--- src/hdl/plen_pkg.sv ---
package plen_pkg;

  // Depth of the segment queue between front and back
  localparam int unsigned Q_DEPTH    = 2;
  localparam int unsigned Q_PTR_BITS = 1;
  localparam int unsigned Q_CNT_BITS = 2;

  // Classification of one point, carried with its coordinate deltas
  typedef struct packed {
    logic has_seg;   // a previous point exists, so a segment is measured
    logic last;      // point closes the path
  } seg_flags_t;

endpackage

--- src/hdl/plen_front.sv ---
module plen_front import plen_pkg::*; #(
  parameter int COORD_BITS = 24
) (
  input  logic                  clk,
  input  logic                  rst,
  input  logic [COORD_BITS-1:0] point_x,
  input  logic [COORD_BITS-1:0] point_y,
  input  logic                  final_point,
  input  logic                  point_valid,
  output logic                  point_ready,
  output logic                  seg_valid,
  input  logic                  seg_ready,
  output logic [COORD_BITS-1:0] seg_dx,
  output logic [COORD_BITS-1:0] seg_dy,
  output seg_flags_t            seg_flags
);

  localparam int D = COORD_BITS;

  logic [D-1:0] prev_x;
  logic [D-1:0] prev_y;
  logic         have_prev;

  logic [D:0]   diff_x;
  logic [D:0]   diff_y;
  logic [D:0]   neg_x;
  logic [D:0]   neg_y;
  logic         push;

  // Take a word whenever the queue has room
  assign point_ready = seg_ready;
  assign seg_valid   = point_valid;
  assign push        = point_valid && seg_ready;

  // Form absolute coordinate differences against the previous point
  always_comb begin
    diff_x = {point_x[D-1], point_x} - {prev_x[D-1], prev_x};
    diff_y = {point_y[D-1], point_y} - {prev_y[D-1], prev_y};
    neg_x  = (D+1)'(0) - diff_x;
    neg_y  = (D+1)'(0) - diff_y;
    seg_dx = diff_x[D] ? neg_x[D-1:0] : diff_x[D-1:0];
    seg_dy = diff_y[D] ? neg_y[D-1:0] : diff_y[D-1:0];
    seg_flags.has_seg = have_prev;
    seg_flags.last    = final_point;
  end

  // Hold the previous point; drop it at the end of a path
  always_ff @(posedge clk) begin
    if (rst) begin
      have_prev <= 1'b0;
    end else if (push) begin
      prev_x    <= point_x;
      prev_y    <= point_y;
      have_prev <= !final_point;
    end
  end

endmodule

--- src/hdl/plen_queue.sv ---
module plen_queue import plen_pkg::*; #(
  parameter int WIDTH = 48
) (
  input  logic             clk,
  input  logic             rst,
  input  logic             wr_valid,
  output logic             wr_ready,
  input  logic [WIDTH-1:0] wr_data,
  input  seg_flags_t       wr_flags,
  output logic             rd_valid,
  input  logic             rd_ready,
  output logic [WIDTH-1:0] rd_data,
  output seg_flags_t       rd_flags
);

  logic [WIDTH-1:0]      data_q  [Q_DEPTH];
  seg_flags_t            flags_q [Q_DEPTH];
  logic [Q_PTR_BITS-1:0] wr_ptr;
  logic [Q_PTR_BITS-1:0] rd_ptr;
  logic [Q_CNT_BITS-1:0] count;
  logic                  do_wr;
  logic                  do_rd;

  assign wr_ready = (count != Q_CNT_BITS'(Q_DEPTH));
  assign rd_valid = (count != '0);
  assign do_wr    = wr_valid && wr_ready;
  assign do_rd    = rd_valid && rd_ready;
  assign rd_data  = data_q[rd_ptr];
  assign rd_flags = flags_q[rd_ptr];

  // Store entries
  always_ff @(posedge clk) begin
    if (do_wr) begin
      data_q[wr_ptr]  <= wr_data;
      flags_q[wr_ptr] <= wr_flags;
    end
  end

  // Advance pointers and track fill level
  always_ff @(posedge clk) begin
    if (rst) begin
      wr_ptr <= '0;
      rd_ptr <= '0;
      count  <= '0;
    end else begin
      if (do_wr) wr_ptr <= wr_ptr + 1'b1;
      if (do_rd) rd_ptr <= rd_ptr + 1'b1;
      if (do_wr && !do_rd) begin
        count <= count + 1'b1;
      end else if (do_rd && !do_wr) begin
        count <= count - 1'b1;
      end
    end
  end

endmodule

--- src/hdl/plen_back.sv ---
module plen_back import plen_pkg::*; #(
  parameter int COORD_BITS = 24,
  parameter int TOTAL_BITS = 36
) (
  input  logic                  clk,
  input  logic                  rst,
  input  logic                  seg_valid,
  output logic                  seg_ready,
  input  logic [COORD_BITS-1:0] seg_dx,
  input  logic [COORD_BITS-1:0] seg_dy,
  input  seg_flags_t            seg_flags,
  output logic                  result_valid,
  input  logic                  result_ready,
  output logic [TOTAL_BITS-1:0] total_length,
  output logic                  overflowed
);

  localparam int D    = COORD_BITS;
  localparam int N    = D + 1;                  // root bits
  localparam int RW   = 2 * N;                  // radicand bits
  localparam int REMW = N + 2;                  // trial remainder bits
  localparam int SW   = ((TOTAL_BITS > N) ? TOTAL_BITS : N) + 1;
  localparam int CNTW = $clog2(N);

  typedef enum logic [2:0] {
    B_IDLE,
    B_SQX,
    B_SQY,
    B_ROOT,
    B_ACC
  } back_state_t;

  back_state_t          state;
  logic [D-1:0]         dx;
  logic [D-1:0]         dy;
  logic                 is_last;
  logic [2*D-1:0]       sq_x;
  logic [RW-1:0]        rad;
  logic [N:0]           rem;
  logic [N-1:0]         root;
  logic [CNTW-1:0]      cnt;
  logic [TOTAL_BITS-1:0] total;
  logic                 sat_flag;

  logic [D-1:0]         mul_a;
  logic [2*D-1:0]       prod;
  logic [REMW-1:0]      rem_sh;
  logic [REMW-1:0]      trial;
  logic [REMW-1:0]      rem_sub;
  logic                 take_bit;
  logic [SW-1:0]        sum;
  logic                 sat_now;
  logic [TOTAL_BITS-1:0] total_next;
  logic                 sat_next;
  logic                 out_free;
  logic                 emit;

  // Pop a word only when idle
  assign seg_ready = (state == B_IDLE);
  assign out_free  = !result_valid || result_ready;
  assign emit      = (state == B_ACC) && is_last && out_free;

  // Shared squarer
  always_comb begin
    mul_a = (state == B_SQX) ? dx : dy;
    prod  = (2*D)'(mul_a) * (2*D)'(mul_a);
  end

  // One root bit per cycle
  always_comb begin
    rem_sh   = {rem[N-1:0], rad[RW-1:RW-2]};
    trial    = {root, 2'b01};
    take_bit = (rem_sh >= trial);
    rem_sub  = rem_sh - trial;
  end

  // Saturating accumulate
  always_comb begin
    sum        = SW'(total) + SW'(root);
    sat_now    = (sum > SW'({TOTAL_BITS{1'b1}}));
    total_next = sat_now ? {TOTAL_BITS{1'b1}} : sum[TOTAL_BITS-1:0];
    sat_next   = sat_flag || sat_now;
  end

  always_ff @(posedge clk) begin
    if (rst) begin
      state        <= B_IDLE;
      total        <= '0;
      sat_flag     <= 1'b0;
      result_valid <= 1'b0;
    end else begin
      if (result_valid && result_ready && !emit) begin
        result_valid <= 1'b0;
      end
      unique case (state)
        B_IDLE: begin
          if (seg_valid) begin
            dx      <= seg_dx;
            dy      <= seg_dy;
            is_last <= seg_flags.last;
            if (seg_flags.has_seg) begin
              state <= B_SQX;
            end else begin
              root  <= '0;
              state <= B_ACC;
            end
          end
        end
        B_SQX: begin
          sq_x  <= prod;
          state <= B_SQY;
        end
        B_SQY: begin
          rad   <= RW'(sq_x) + RW'(prod);
          rem   <= '0;
          root  <= '0;
          cnt   <= CNTW'(N - 1);
          state <= B_ROOT;
        end
        B_ROOT: begin
          rad  <= {rad[RW-3:0], 2'b00};
          rem  <= take_bit ? rem_sub[N:0] : rem_sh[N:0];
          root <= {root[N-2:0], take_bit};
          if (cnt == '0) begin
            state <= B_ACC;
          end else begin
            cnt <= cnt - 1'b1;
          end
        end
        B_ACC: begin
          if (!is_last) begin
            total    <= total_next;
            sat_flag <= sat_next;
            state    <= B_IDLE;
          end else if (emit) begin
            total_length <= total_next;
            overflowed   <= sat_next;
            result_valid <= 1'b1;
            total        <= '0;
            sat_flag     <= 1'b0;
            state        <= B_IDLE;
          end
        end
        default: state <= B_IDLE;
      endcase
    end
  end

endmodule

--- src/hdl/polyline_length_accumulator.sv ---
// Flow: a point is written to the segment queue, popped when the back end is idle, squared
//   in x and then y on one multiplier, passed through a bit-serial square root of
//   COORD_BITS + 1 bits and accumulated; a path's first point skips the measurement.
// Overlap: the back end takes a new segment only when idle, and holds a closing segment
//   while a result word waits; two more points wait in the queue before input stalls.
// Reset: synchronous, active high; clears previous point, total, flag and queue.
module polyline_length_accumulator import plen_pkg::*; #(
  parameter int COORD_BITS = 24,
  parameter int TOTAL_BITS = 36
) (
  input  logic                  clk,
  input  logic                  rst,
  input  logic [COORD_BITS-1:0] point_x,
  input  logic [COORD_BITS-1:0] point_y,
  input  logic                  final_point,
  input  logic                  point_valid,
  output logic                  point_ready,
  output logic [TOTAL_BITS-1:0] total_length,
  output logic                  overflowed,
  output logic                  result_valid,
  input  logic                  result_ready
);

  logic                    fq_valid;
  logic                    fq_ready;
  logic [COORD_BITS-1:0]   fq_dx;
  logic [COORD_BITS-1:0]   fq_dy;
  seg_flags_t              fq_flags;
  logic                    qb_valid;
  logic                    qb_ready;
  logic [2*COORD_BITS-1:0] qb_data;
  seg_flags_t              qb_flags;

  // Accept and classify points
  plen_front #(
    .COORD_BITS(COORD_BITS)
  ) u_front (
    .clk        (clk),
    .rst        (rst),
    .point_x    (point_x),
    .point_y    (point_y),
    .final_point(final_point),
    .point_valid(point_valid),
    .point_ready(point_ready),
    .seg_valid  (fq_valid),
    .seg_ready  (fq_ready),
    .seg_dx     (fq_dx),
    .seg_dy     (fq_dy),
    .seg_flags  (fq_flags)
  );

  // Buffer segments
  plen_queue #(
    .WIDTH(2 * COORD_BITS)
  ) u_queue (
    .clk     (clk),
    .rst     (rst),
    .wr_valid(fq_valid),
    .wr_ready(fq_ready),
    .wr_data ({fq_dx, fq_dy}),
    .wr_flags(fq_flags),
    .rd_valid(qb_valid),
    .rd_ready(qb_ready),
    .rd_data (qb_data),
    .rd_flags(qb_flags)
  );

  // Measure and accumulate
  plen_back #(
    .COORD_BITS(COORD_BITS),
    .TOTAL_BITS(TOTAL_BITS)
  ) u_back (
    .clk         (clk),
    .rst         (rst),
    .seg_valid   (qb_valid),
    .seg_ready   (qb_ready),
    .seg_dx      (qb_data[2*COORD_BITS-1:COORD_BITS]),
    .seg_dy      (qb_data[COORD_BITS-1:0]),
    .seg_flags   (qb_flags),
    .result_valid(result_valid),
    .result_ready(result_ready),
    .total_length(total_length),
    .overflowed  (overflowed)
  );

`ifndef SYNTHESIS
  // A saturated total reads as all ones
  assert property (@(posedge clk) disable iff (rst)
    (result_valid && overflowed) |-> (&total_length))
    else $error("overflowed set without saturated total");

  // No result word right after reset
  assert property (@(posedge clk) rst |=> !result_valid)
    else $error("result valid after reset");

  // Hold a waiting result word steady until it is taken
  assert property (@(posedge clk) disable iff (rst)
    (result_valid && !result_ready) |=> (result_valid && $stable(total_length)
      && $stable(overflowed)))
    else $error("result word changed while waiting");
`endif

endmodule

--- config.mk ---
export PLATFORM = sky130hd
export DESIGN_NAME = polyline_length_accumulator
export DESIGN_NICKNAME = d
export VERILOG_FILES = /design/src/hdl/plen_pkg.sv /design/src/hdl/plen_front.sv /design/src/hdl/plen_queue.sv /design/src/hdl/plen_back.sv /design/src/hdl/polyline_length_accumulator.sv
export SDC_FILE = /design/constraint.sdc
export NUM_CORES = 2
export LEC_CHECK = 0
export BUFFER_PORTS_ARGS = -buffer_cell sky130_fd_sc_hd__buf_2
export CAP_MARGIN = 20
export CORE_MARGIN = 3
export CORE_UTILIZATION = 65
export DETAILED_ROUTE_END_ITERATION = 12
export GPL_ROUTABILITY_DRIVEN = 0
export PLACE_DENSITY = 0.91
export REMOVE_ABC_BUFFERS = 1
export SLEW_MARGIN = 20
export SYNTH_ARGS = -nofsm -noshare
export SYNTH_HDL_FRONTEND = slang
export SYNTH_SLANG_ARGS = --single-unit
--- constraint.sdc ---
create_clock -name clk -period 14.8 [get_ports clk]
set_input_delay 2.22 -clock clk [delete_from_list [all_inputs] [get_ports clk]]
set_output_delay 2.22 -clock clk [all_outputs]
set_load 0.005 [all_outputs]
==> impl_summary.txt <==
----------------------------------------------------
[Run status]
  Result of the run ... complete, no violations

[STA]
  Worst slew pin tran ... 1.10 ns
  Number of hold-slack violations in the final timing report ... 0
  Unrepaired setup endpoints after global routing ... false
  Final min period ... 11.84 ns
  Ratio of final minimum period to clock period ... 80.0%
  Final Max Tran Viols ... 0
  Top achievable clock speed ... 84.4 MHz
  Setup slack of the critical path after layout ... 2.96 ns
  Setup total negative slack ... 0 ns
  Number of setup violations in the final report ... 0
  Relative slew slack ... 24.6%
  Layout Skew ... 0.0202 ns

[Global routing]
  Pin count of the biggest net entering global routing ... 81
  Number of antenna violations at the first check in global routing ... 0
  Met1 global-route usage ... 37.3%
  Met3 Track Usage GR ... 6.99%
  Global route hottest layer ... met2
  GRT overflow ... 0
  Met2 Use GR ... 49.7%
  Overall fraction of global-route tracks in use ... 30.0%
  First-pass GRT wire length ... 153 mm
  Via count of the first global-routing pass ... 30,439

[Placed design]
  Dpl hpwl ... 71.9 mm
  Pre-CTS setup slack ... 3.22 ns
  Cell total after placement ... 4,658
  Port-buffer cells ... 91

[Clock tree]
  Root buffer selected by CTS ... sky130_fd_sc_hd__clkbuf_16
  TritonCTS clock tree ... done
  # H-tree levels ... 2
  Setup repair bufs after CTS ... 0
  Number of clock sinks ... 433
  Number of gates resized after CTS ... 0
  Clock-pin slew of the registers on the worst-case setup and hold paths ... 0.06 ns
  Clock latency of the later-clocked register in the worst-skew pair ... 0.57 ns
  Maximum buffer depth of the clock tree ... 3
  Total CTS buffers ... 44
  Hold-fix buffers at CTS ... 0

[Drt]
  Average routed wire per standard cell ... 19.9 microns
  Residual antenna-violating net count after detailed routing ... 0
  First-pass DRT Iterations ... 8
  Detailed-route DRC error count ... 0
  DR vias/cell ... 6.15
  Drt initial violations ... 3,048
  Routed vias ... 29,135
  Total wire length after detailed routing ... 94.3 mm

[Worst hold path]
  Hold EP ... u_queue.flags_q[1][1]$_DFFE_PP_
  Source of the worst hold timing path ... u_front.have_prev$_SDFFE_PP0P_
  Cells on Worst Hold Path ... 0
  Classification of the worst-slack hold path ... reg -> reg

[Finish]
  Area grow syn2layout ... 6.94%
  Net count reported at finish ... 4,733
  Layout cells sized above 1 ... 7.49%
  Number of antenna cells inserted ... 0
  Final Non-Filler Cells ... 4,738
  Final Core Density ... 70.8%
  Area occupied by registers ... 12,500 sq um
  Number of inserted filler cells in the final layout ... 3,747
  Total area of multi-input combinational cells ... 24,000 sq um

[Synth]
  Most used DFF post-synth ... sky130_fd_sc_hd__edfxtp_1
  Register bit total from synthesis ... 433
  Mapped Cells ... 3,876
  Synth area leaders ... sky130_fd_sc_hd__edfxtp_1 (29%), sky130_fd_sc_hd__fa_1 (22%), sky130_fd_sc_hd__ha_1 (10%)
  Library cell occupying the most area in the post-synthesis netlist ... sky130_fd_sc_hd__edfxtp_1
  Post-synthesis async set-or-reset flop share ... 0%
  Most frequent cell after synthesis ... sky130_fd_sc_hd__inv_1
  Post-synth design cell area ... 39,500 sq um
  Avg Inst Size Synth ... 10.2 sq um
  Share of Yosys cell area claimed by the top area cell type ... 29.4%
  Ys Warns ... 0
  EDFF count, synth ... 386
  Post-synthesis sequential area ratio ... 31.8%
  Number of unique standard cell types used by synthesis ... 85
  Commonest cells in the netlist ... sky130_fd_sc_hd__inv_1 (691), sky130_fd_sc_hd__fa_1 (430), sky130_fd_sc_hd__edfxtp_1 (386)

[Die]
  Total die area ... 63,700 sq um
  Die X ... 252 microns
  Initial core utilization ... 66.2%
  Die Y ... 252 microns
  Area of the core region ... 59,600 sq um
  Number of placement rows ... 89
  Boundary pin count ... 92

[Setup path]
  Critical Path RT ... 15.11 ns
  Slowest cell delay on critical path ... 0.93 ns
  Crit path arrival time ... 12.16 ns
  Worst setup SP type ... register
  Highest-delay cell along the critical path ... sky130_fd_sc_hd__mux2i_1
  Setup slack of the worst register-to-register path ... 2.96 ns
  R2R Path End ... u_back.rad[48]$_DFFE_PP_
  Reg2reg path depth ... 34
  CP dominant cell by count ... sky130_fd_sc_hd__fa_1
  Peak fanout along the critical path ... 30
  Classification of the worst setup path ... reg -> reg
  Worst Setup End Kind ... register
  Reg2Reg Launch Point ... u_back.state[0]$_SDFFE_PP0P_

[Flow run]
  Number of maximum-capacitance violations ... 0

----------------------------------------------------
==> cells in the final DEF (no fill, tap or decap), drive strengths merged, types with 22 or more instances in the layout <==
cell,instances
nand2,310
nor2b,22
dfxtp,47
a21oi,214
mux2,70
xnor2,144
nor3,34
nor2,353
nand3,37
a21o,95
buf,120
o21a,32
o21bai,29
edfxtp,386
inv,692
fa,430
a211oi,23
ha,319
xor2,77
o21ai,122
clkbuf,61
==> state kept, by name, summed over array words and instances (netlist names), 2 cells and up, named ones only <==
| register | flops |
|---|---|
| u_queue.data_q | 96 |
| u_back.rad | 50 |
| u_back.sq_x | 47 |
| u_back.total | 36 |
| u_back.total_length | 36 |
| u_back.rem | 25 |
| u_back.root | 25 |
| u_back.dx | 24 |
| u_back.dy | 24 |
| u_front.prev_x | 24 |
| u_front.prev_y | 24 |
| u_back.cnt | 5 |
| u_queue.flags_q | 4 |
| u_back.state | 3 |
| u_queue.count | 2 |
==> stage by stage <==
| stage | hold WS, ns | area, sq um |
|---|---|---|
| after floorplan | 0.426 | 39000 |
| final | 0.494 | 42200 |
| after CTS | 0.483 | 42200 |
| after global routing | 0.494 | 42200 |
| after global placement | 0.452 | 40800 |
| after detailed placement | 0.461 | 40800 |
==> layer usage <==
| layer | vias to the layer above | routed length (microns) |
|---|---|---|
| li1 | 12986 | - |
| met1 | 14095 | 34800 |
| met2 | 1611 | 45100 |
| met3 | 443 | 9100 |
| met4 | 0 | 5320 |
| met5 | - | 0 |
==> layout make-up <==
type,instances,share of cell area (%)
Multi-Input combinational cell,2639,56.8
Sequential cell,433,29.7
Inverter,693,6.16
Clock buffer,61,2.83
Tap cell,773,2.29
Timing Repair Buffer,120,1.59
Clock inverter,19,0.593
==> worst max path at each step <==
stage | from | to | slack, ns
after global routing | u_back.state[0]$_SDFFE_PP0P_ | u_back.rad[48]$_DFFE_PP_ | 2.30
after detailed placement | u_back.state[0]$_SDFFE_PP0P_ | u_back.rad[48]$_DFFE_PP_ | 3.22
after global placement | u_back.state[2]$_SDFFE_PP0P_ | u_back.rad[48]$_DFFE_PP_ | 3.67
after floorplan | u_back.state[0]$_SDFFE_PP0P_ | u_back.rad[48]$_DFFE_PP_ | 2.12
after CTS | u_back.state[0]$_SDFFE_PP0P_ | u_back.rad[48]$_DFFE_PP_ | 3.16
final | u_back.state[0]$_SDFFE_PP0P_ | u_back.rad[48]$_DFFE_PP_ | 2.96
==> worst max-delay path: cells and delay by family (launching register included) <==
| kind | cells | cell delay [ns] |
|---|---|---|
| XOR/XNOR | 1 | 0.19 |
| adder cells (fa/ha/maj) | 9 | 4.39 |
| buffers and inverters | 7 | 1.39 |
| flip-flops | 1 | 0.47 |
| multiplexers | 1 | 0.93 |
| AND/OR/NAND/NOR | 5 | 0.90 |
| AO/OA/AOI/OAI | 11 | 3.31 |
==> cell families after synthesis <==
| logic type | count (synthesis) | share of synthesized area (%) |
|---|---|---|
| AND/OR/NAND/NOR | 893 | 9.92 |
| buffers and inverters | 804 | 7.65 |
| adder cells (fa/ha/maj) | 749 | 31.9 |
| AO/OA/AOI/OAI | 685 | 11.3 |
| flip-flops | 433 | 31.8 |
| XOR/XNOR | 221 | 4.90 |
| multiplexers | 91 | 2.53 |
Power is not shown: default switching activity piles up to over one toggle a cycle in this logic, so the estimate is an artifact.
